File: config.mk
export PLATFORM = sky130hd
export DESIGN_NAME = cma_ctrl
export DESIGN_NICKNAME = d
export VERILOG_FILES = /design/src/sv/cma_pkg.sv /design/src/sv/cma_ctrl.sv
export SDC_FILE = /design/constraint.sdc
export NUM_CORES = 1
export LEC_CHECK = 0
export ABC_CLOCK_PERIOD_IN_PS = 2000
export BUFFER_PORTS_ARGS = -buffer_cell sky130_fd_sc_hd__buf_2
export CORE_MARGIN = 1
export CORE_UTILIZATION = 45
export CTS_BUF_LIST = sky130_fd_sc_hd__clkbuf_4 sky130_fd_sc_hd__clkbuf_8
export CTS_CLUSTER_SIZE = 24
export DETAILED_ROUTE_END_ITERATION = 10
export PLACE_DENSITY = 0.74
export SYNTH_ARGS = -nofsm -noshare
export SYNTH_HDL_FRONTEND = slang
export SYNTH_SLANG_ARGS = --single-unit
File: constraint.sdc
create_clock -name clk_i -period 2 [get_ports clk_i]
set_input_delay 0.4 -clock clk_i [delete_from_list [all_inputs] [get_ports clk_i]]
set_output_delay 0.4 -clock clk_i [all_outputs]
set_load 0.02 [all_outputs]
File: src/sv/cma_pkg.sv
// Shared types, constants and command/status structs for the contact manifold accumulator.
package cma_pkg;

  localparam int unsigned MaxPoints  = 8;
  localparam int unsigned IdxW       = 3;
  localparam int unsigned CntW       = 4;
  localparam int unsigned PsumW      = 35;
  localparam int unsigned NsumW      = 19;
  localparam int unsigned MdivSteps  = 35;
  localparam int unsigned SqrtSteps  = 31;
  localparam int unsigned NdivSteps  = 46;
  localparam int unsigned StepW      = 6;

  localparam logic [1:0] StAdded   = 2'd0;
  localparam logic [1:0] StDup     = 2'd1;
  localparam logic [1:0] StFull    = 2'd2;
  localparam logic [1:0] StCleared = 2'd3;

  localparam logic OpAdd   = 1'b0;
  localparam logic OpClear = 1'b1;

  localparam logic [30:0] DepthOnes = 31'h7FFF_FFFF;
  localparam logic [30:0] MergeDistReset = 31'd66;

  typedef struct packed {
    logic               operation;
    logic signed [31:0] point_x;
    logic signed [31:0] point_y;
    logic signed [31:0] point_z;
    logic signed [15:0] normal_x;
    logic signed [15:0] normal_y;
    logic signed [15:0] normal_z;
    logic signed [31:0] depth;
  } in_t;

  typedef struct packed {
    logic [1:0]         status;
    logic [3:0]         contact_count;
    logic [30:0]        largest_depth;
    logic [30:0]        smallest_depth;
    logic signed [31:0] mean_x;
    logic signed [31:0] mean_y;
    logic signed [31:0] mean_z;
    logic signed [15:0] unit_normal_x;
    logic signed [15:0] unit_normal_y;
    logic signed [15:0] unit_normal_z;
    logic               normal_valid;
  } out_t;

  typedef struct packed {
    logic            load;
    logic            lim;
    logic            pt_start;
    logic            diff;
    logic            sqr;
    logic            upd;
    logic            st_we;
    logic [1:0]      st_val;
    logic            minit;
    logic            mdiv;
    logic            nsq;
    logic            sinit;
    logic            sqrt;
    logic            dinit;
    logic            ndiv;
    logic            out_load;
    logic [IdxW-1:0] idx;
    logic [1:0]      comp;
  } cmd_t;

  typedef struct packed {
    logic            op_clear;
    logic            full;
    logic [CntW-1:0] count;
    logic            dup_hit;
  } stat_t;

endpackage

File: src/sv/cma_ctrl.sv
// Sequencing state machine for the contact manifold accumulator.
module cma_ctrl (
  input  logic            clk_i,
  input  logic            rst_ni,
  input  logic            in_valid_i,
  output logic            in_ready_o,
  output logic            out_valid_o,
  input  logic            out_ready_i,
  input  cma_pkg::stat_t  stat_i,
  output cma_pkg::cmd_t   cmd_o
);

  typedef enum logic [13:0] {
    S_IDLE  = 14'b00000000000001,
    S_LIM   = 14'b00000000000010,
    S_DIFF  = 14'b00000000000100,
    S_SQR   = 14'b00000000001000,
    S_CHK   = 14'b00000000010000,
    S_UPD   = 14'b00000000100000,
    S_MINIT = 14'b00000001000000,
    S_MDIV  = 14'b00000010000000,
    S_NSQ   = 14'b00000100000000,
    S_SINIT = 14'b00001000000000,
    S_SQRT  = 14'b00010000000000,
    S_DINIT = 14'b00100000000000,
    S_NDIV  = 14'b01000000000000,
    S_OUT   = 14'b10000000000000
  } state_e;

  state_e state_q, state_d;
  logic [cma_pkg::IdxW-1:0]  idx_q, idx_d;
  logic [1:0]                comp_q, comp_d;
  logic [cma_pkg::StepW-1:0] step_q, step_d;
  logic                      ovalid_q, ovalid_d;
  logic                      last_pt;

  assign last_pt = ({1'b0, idx_q} + 4'd1) == stat_i.count;

  always_comb begin
    state_d  = state_q;
    idx_d    = idx_q;
    comp_d   = comp_q;
    step_d   = step_q;
    ovalid_d = ovalid_q;
    cmd_o    = '0;
    cmd_o.idx  = idx_q;
    cmd_o.comp = comp_q;
    if (ovalid_q && out_ready_i) begin
      ovalid_d = 1'b0;
    end
    unique case (state_q)
      S_IDLE: begin
        if (in_valid_i) begin
          cmd_o.load = 1'b1;
          state_d = S_LIM;
        end
      end
      S_LIM: begin
        cmd_o.lim      = 1'b1;
        cmd_o.pt_start = 1'b1;
        idx_d  = '0;
        comp_d = '0;
        if (stat_i.op_clear) begin
          state_d = S_UPD;
        end else if (stat_i.full) begin
          cmd_o.st_we  = 1'b1;
          cmd_o.st_val = cma_pkg::StFull;
          state_d = S_MINIT;
        end else if (stat_i.count == '0) begin
          state_d = S_UPD;
        end else begin
          state_d = S_DIFF;
        end
      end
      S_DIFF: begin
        cmd_o.diff = 1'b1;
        state_d = S_SQR;
      end
      S_SQR: begin
        cmd_o.sqr = 1'b1;
        if (comp_q == 2'd2) begin
          state_d = S_CHK;
        end else begin
          comp_d  = comp_q + 2'd1;
          state_d = S_DIFF;
        end
      end
      S_CHK: begin
        comp_d = '0;
        if (stat_i.dup_hit) begin
          cmd_o.st_we  = 1'b1;
          cmd_o.st_val = cma_pkg::StDup;
          state_d = S_MINIT;
        end else if (last_pt) begin
          state_d = S_UPD;
        end else begin
          cmd_o.pt_start = 1'b1;
          idx_d   = idx_q + 3'd1;
          state_d = S_DIFF;
        end
      end
      S_UPD: begin
        cmd_o.upd   = 1'b1;
        cmd_o.st_we = 1'b1;
        cmd_o.st_val = stat_i.op_clear ? cma_pkg::StCleared : cma_pkg::StAdded;
        state_d = S_MINIT;
      end
      S_MINIT: begin
        cmd_o.minit = 1'b1;
        step_d  = '0;
        state_d = S_MDIV;
      end
      S_MDIV: begin
        cmd_o.mdiv = 1'b1;
        step_d = step_q + 6'd1;
        if (step_q == 6'(cma_pkg::MdivSteps - 1)) begin
          comp_d  = '0;
          state_d = S_NSQ;
        end
      end
      S_NSQ: begin
        cmd_o.nsq = 1'b1;
        if (comp_q == 2'd2) begin
          state_d = S_SINIT;
        end else begin
          comp_d = comp_q + 2'd1;
        end
      end
      S_SINIT: begin
        cmd_o.sinit = 1'b1;
        step_d  = '0;
        state_d = S_SQRT;
      end
      S_SQRT: begin
        cmd_o.sqrt = 1'b1;
        step_d = step_q + 6'd1;
        if (step_q == 6'(cma_pkg::SqrtSteps - 1)) begin
          state_d = S_DINIT;
        end
      end
      S_DINIT: begin
        cmd_o.dinit = 1'b1;
        step_d  = '0;
        state_d = S_NDIV;
      end
      S_NDIV: begin
        cmd_o.ndiv = 1'b1;
        step_d = step_q + 6'd1;
        if (step_q == 6'(cma_pkg::NdivSteps - 1)) begin
          state_d = S_OUT;
        end
      end
      S_OUT: begin
        if (!ovalid_q || out_ready_i) begin
          cmd_o.out_load = 1'b1;
          ovalid_d = 1'b1;
          state_d  = S_IDLE;
        end
      end
      default: begin
        state_d = S_IDLE;
      end
    endcase
  end

  always_ff @(posedge clk_i or negedge rst_ni) begin
    if (!rst_ni) begin
      state_q  <= S_IDLE;
      idx_q    <= '0;
      comp_q   <= '0;
      step_q   <= '0;
      ovalid_q <= 1'b0;
    end else begin
      state_q  <= state_d;
      idx_q    <= idx_d;
      comp_q   <= comp_d;
      step_q   <= step_d;
      ovalid_q <= ovalid_d;
    end
  end

  assign in_ready_o  = (state_q == S_IDLE);
  assign out_valid_o = ovalid_q;

endmodule

Word level (Yosys, flattened, before mapping)
Index checks and enable logic that the tools add are counted.
{"block": "totals", "register_bits": 26, "wordCells": 97, "input_bits": 11}
{"block": "op_classes", "n_eq_ne": 28, "reduce_logical": 14, "addsub": 4, "n_mux": 46}
{"op": "one-hot mux 14 bit (14 select lines)", "count": 1}
{"op": "two-way mux 14 bit", "count": 9}
{"op": "two-way mux 1 bit", "count": 20}
{"op": "!= test 2 bit, second input constant", "count": 9}
{"op": "two-way mux 3 bit", "count": 5}
{"op": "== test 14 x 1 -> 1 bit, second input constant", "count": 1}
{"op": "== test 14 x 10 -> 1 bit, second input constant", "count": 1}
{"op": "== test 14 x 11 -> 1 bit, second input constant", "count": 1}
{"op": "== test 14 x 12 -> 1 bit, second input constant", "count": 1}
{"op": "== test 14 x 13 -> 1 bit, second input constant", "count": 1}
{"op": "== test 14 bit, second input constant", "count": 1}
{"op": "== test 14 x 2 -> 1 bit, second input constant", "count": 1}
{"op": "== test 14 x 3 -> 1 bit, second input constant", "count": 1}
{"op": "== test 14 x 4 -> 1 bit, second input constant", "count": 1}
{"op": "== test 14 x 5 -> 1 bit, second input constant", "count": 1}
{"op": "== test 14 x 6 -> 1 bit, second input constant", "count": 1}
{"op": "== test 14 x 7 -> 1 bit, second input constant", "count": 1}
{"op": "== test 14 x 8 -> 1 bit, second input constant", "count": 1}
{"op": "== test 14 x 9 -> 1 bit, second input constant", "count": 1}
{"op": "== test 6 bit, second input constant", "count": 2}
{"op": "two-way mux 6 bit", "count": 2}
{"op": "one-hot mux 6 bit (2 select lines)", "count": 1}
{"op": "one-hot mux 3 bit (3 select lines)", "count": 1}
{"op": "adder 6 x 1 -> 6 bit, second input constant", "count": 1}
{"op": "21 further kinds", "count": 27}

Depth between registers and ports, before layout
{"block": "logic_depth", "ltp_word": 5, "mapped_depth": 7}

Worst setup path after synthesis
Ideal clock, no wire load.
{"block": "synth_timing", "kind": "reg-to-output", "startpoint": "register idx_q[0] in the netlist's numbering", "endpoint": "output cmd_o[19] in the netlist's numbering", "path_buffers": 0, "path_stages_with_launch": 6, "t_required_ns": 1.600, "setup_slack_ns": -0.459, "t_arrival_ns": 2.059, "path_cell_list": "dfrtp_1 -> ha_1 -> xor2_1 -> or3_1 -> a211oi_1 -> o21ai_0"}
{"item": "start, declared", "line": "cma_ctrl.sv:31", "text": "logic [cma_pkg::IdxW-1:0] idx_q, idx_d;"}
{"item": "start signal, assigned", "line": "cma_ctrl.sv:175", "text": "idx_q <= idx_d;"}
{"item": "end, declared", "line": "cma_ctrl.sv:10", "text": "output cma_pkg::cmd_t cmd_o"}

==> metrics.txt <==
post-synthesis net count 214; CTS tree done; kind of critical path flop to primary output; post-route cell area approximately 3000 um^2; worst vdd ir approximately 0.75 mV; CP required 1.60 ns; Antenna Violating Nets Remaining 0; Starting Density between 40% and 50%; R2R depth 9; clk_lat worst skew between 0.2 and 0.3 ns; r2r setup slk -0.34 ns; WL/cell 18.3 um; Max-cap violations 0; Hold Vio Cnt, Final 0; PwrDens a little under 1000 nW/um^2; Logic pwr share roughly 60%; Least-Margin Pin Slew 0.610 ns; die area 4250 um^2; routed vias/inst approximately 6.0; Sw Ratio between 40 and 50%; worst hold-check path type primary input to async pin; setup ws final -0.463 ns; Synth Register Bits 26; Area growth syn-to-layout 65.1%; R2R Path Start state_q[12]; final-report setup violation count 36; Clock Sinks 26; via count about 2100; delay-heaviest family, CP simple AND/OR/NAND/NOR gates; RSZ-0062 raised after global routing yes; setup_tns -9.78 ns; Mapped Area 1800 um^2; hold_buf cts 0; share of layout cells above drive strength 1 ~57%; sequential share of power about 26%; largest cells by area after synthesis dfrtp_1 35%, nand4_1 3.8%, ha_1 3.5%; Syn Inst Count 198; Port Buf Inserts 34; run status finished, violations left; DIE WIDTH about 65 um; Post-synth EDFFs 0; Max-slew headroom between 50 and 60%; row count 22; cells along the critical path nor4_2 -> buf_4 -> nand4_1 -> or3_4 -> nand3b_1 -> buf_6; Max Slew Vio Count 0; final WL roughly 6300 um; Clock Tree Buf Depth 2; f_max a little over 400 MHz; Min Clock Period, post-route around 2.5 ns; pin count of the biggest net entering global routing 27; Worst Setup End Kind primary output; syn_area_per_cell roughly 9.1 um^2; Final Skew approximately 0.016 ns; aggregate global routing overflow 0; Startpoint Class flop; leakage 0.00145 uW; slowest stage delay, CP 0.44 ns; Core Area around 3700 um^2; CP Max Fanout 7; diode count 0; NetSw 1180 uW; RePlAce Congestion between 0.8 and 0.9; 1st-pass router iterations 4; Ys Warns 0; initial DRC count about 170; reg2reg end state_q[11]; ys flop type dfrtp_1; Synth cell types 49; io pins 35; clock slew at reported path FFs ~0.11 ns; DP HPWL 3480 um; Post-synth ARST share between 90% and 100%; Clk network pwr share roughly 15%; nets 315; first-pass GRT wire length between 9000 and 10000 um; H-tree levels 1; Synth area leader dfrtp_1; Fillers around 220; Slowest cell on crit path dfrtp_1; vias in the first global route around 2000; most frequent cells in the layout 60 x buf_4, 25 x buf_6, 20 x buf_2, 18 x dfrtp_1, 11 x nand4_1; register area share after synthesis approximately 36%; post-synth top area share 34.8%; post-route clock period utilization 123%; failing checks negative setup slack; commonest non-fill, non-tap cell in the layout buf_4; initial antenna violation count 0; Die Height 65.2 um; internal power roughly 1800 uW; Total GRT Usage 28.2%; Residual DRC 0; Buf/Inv on CP 2; dpl cell area 2360 um^2; Num CTS Buffers 3; Root Driver clkbuf_8; Arrival @ worst endpoint between 2 and 2.5 ns
-- synth_stat cells (all sizes together) (4+ instances only) --
| master | count |
|---|---|
| nor3b | 4 |
| clkbuf | 5 |
| nor2 | 9 |
| nor3 | 4 |
| ha | 5 |
| and3 | 8 |
| nand3 | 8 |
| buf | 4 |
| inv | 15 |
| nor4b | 7 |
| or3 | 5 |
| nand4 | 11 |
| and2 | 5 |
| dfrtp | 25 |
| o21ai | 6 |
| nand2 | 12 |
| xor2 | 4 |
| nor2b | 4 |
| nor4 | 5 |
| mux2i | 6 |
| nand2b | 5 |
-- cell families after synthesis --
group	Yosys count	share of synthesized area, %
compound gates	29	12.2
xor+xnor	7	3.41
fa+ha+maj	5	3.48
buf+inv	24	5.64
flops	26	36.3
mux	8	4.59
simple gates	99	34.4
-- what timing repair did --
action	4_1_cts	5_1_grt
setup endpoints to repair	29	35
resized for setup	60	36
pin swaps	15	18
buffers inserted	14	14
endpoints found under the hold margin	0	0
-- flip-flops by register name, indices dropped and copies added (netlist names) --
name	flops
out_valid_o	1
state_q	14
comp_q	2
idx_q	3
step_q	6
-- worst max path at each step --
stage / start / end / slack, ns / depth (start not counted)
after floorplan: state_q[5] / cmd_o[15] / -0.15 / 4
after global placement: state_q[2] / comp_q[1] / -0.05 / 6
after detailed placement: state_q[2] / comp_q[1] / -0.07 / 6
after CTS: state_q[7] / cmd_o[10] / -0.35 / 5
after global routing: state_q[12] / cmd_o[19] / -0.51 / 6
final: state_q[12] / cmd_o[15] / -0.46 / 6
-- power groups by stage --
stage / sequential [uW] / combinational, uW / clock (uW)
2_1_floorplan: 759 / 734 / 0
3_3_place_gp: 724 / 1230 / 0
3_5_place_dp: 733 / 1250 / 0
4_1_cts: 746 / 1470 / 457
5_1_grt: 776 / 1840 / 482
6_report: 764 / 1730 / 455
-- per-stage QoR --
step	hold WS (ns)	util [%]	instances	setup slack, ns	total power, uW
after floorplan	0.104	-	198	-0.153	1490
after global placement	0.444	62.9	317	-0.0537	1960
after detailed placement	0.442	62.9	317	-0.0736	1980
after CTS	0.127	72.7	333	-0.346	2670
after global routing	0.155	79.3	346	-0.508	3100
final	0.104	79.3	346	-0.463	2950
-- layout make-up --
type | count | area (um^2) | share of cell area [%]
clock inverters | 1 | 30.0 | 1.01
well taps | 48 | 60.1 | 2.02
flip-flops and latches | 26 | 661 | 22.3
clock buffers | 3 | 41.3 | 1.39
repair buffers | 105 | 832 | 28.0
inverters | 15 | 56.3 | 1.90
multi-input cells | 148 | 1290 | 43.4
-- per-layer routing --
layer / vias to the layer above / wire length [um] / global-route usage [%]
met5: - / 0 / 0
met4: 0 / 293 / 14.7
met3: 32 / 398 / 3.99
met2: 101 / 2950 / 49.2
met1: 1003 / 2680 / 33.3
li1: 934 / - / -
Power figures use the tool's default switching activity.
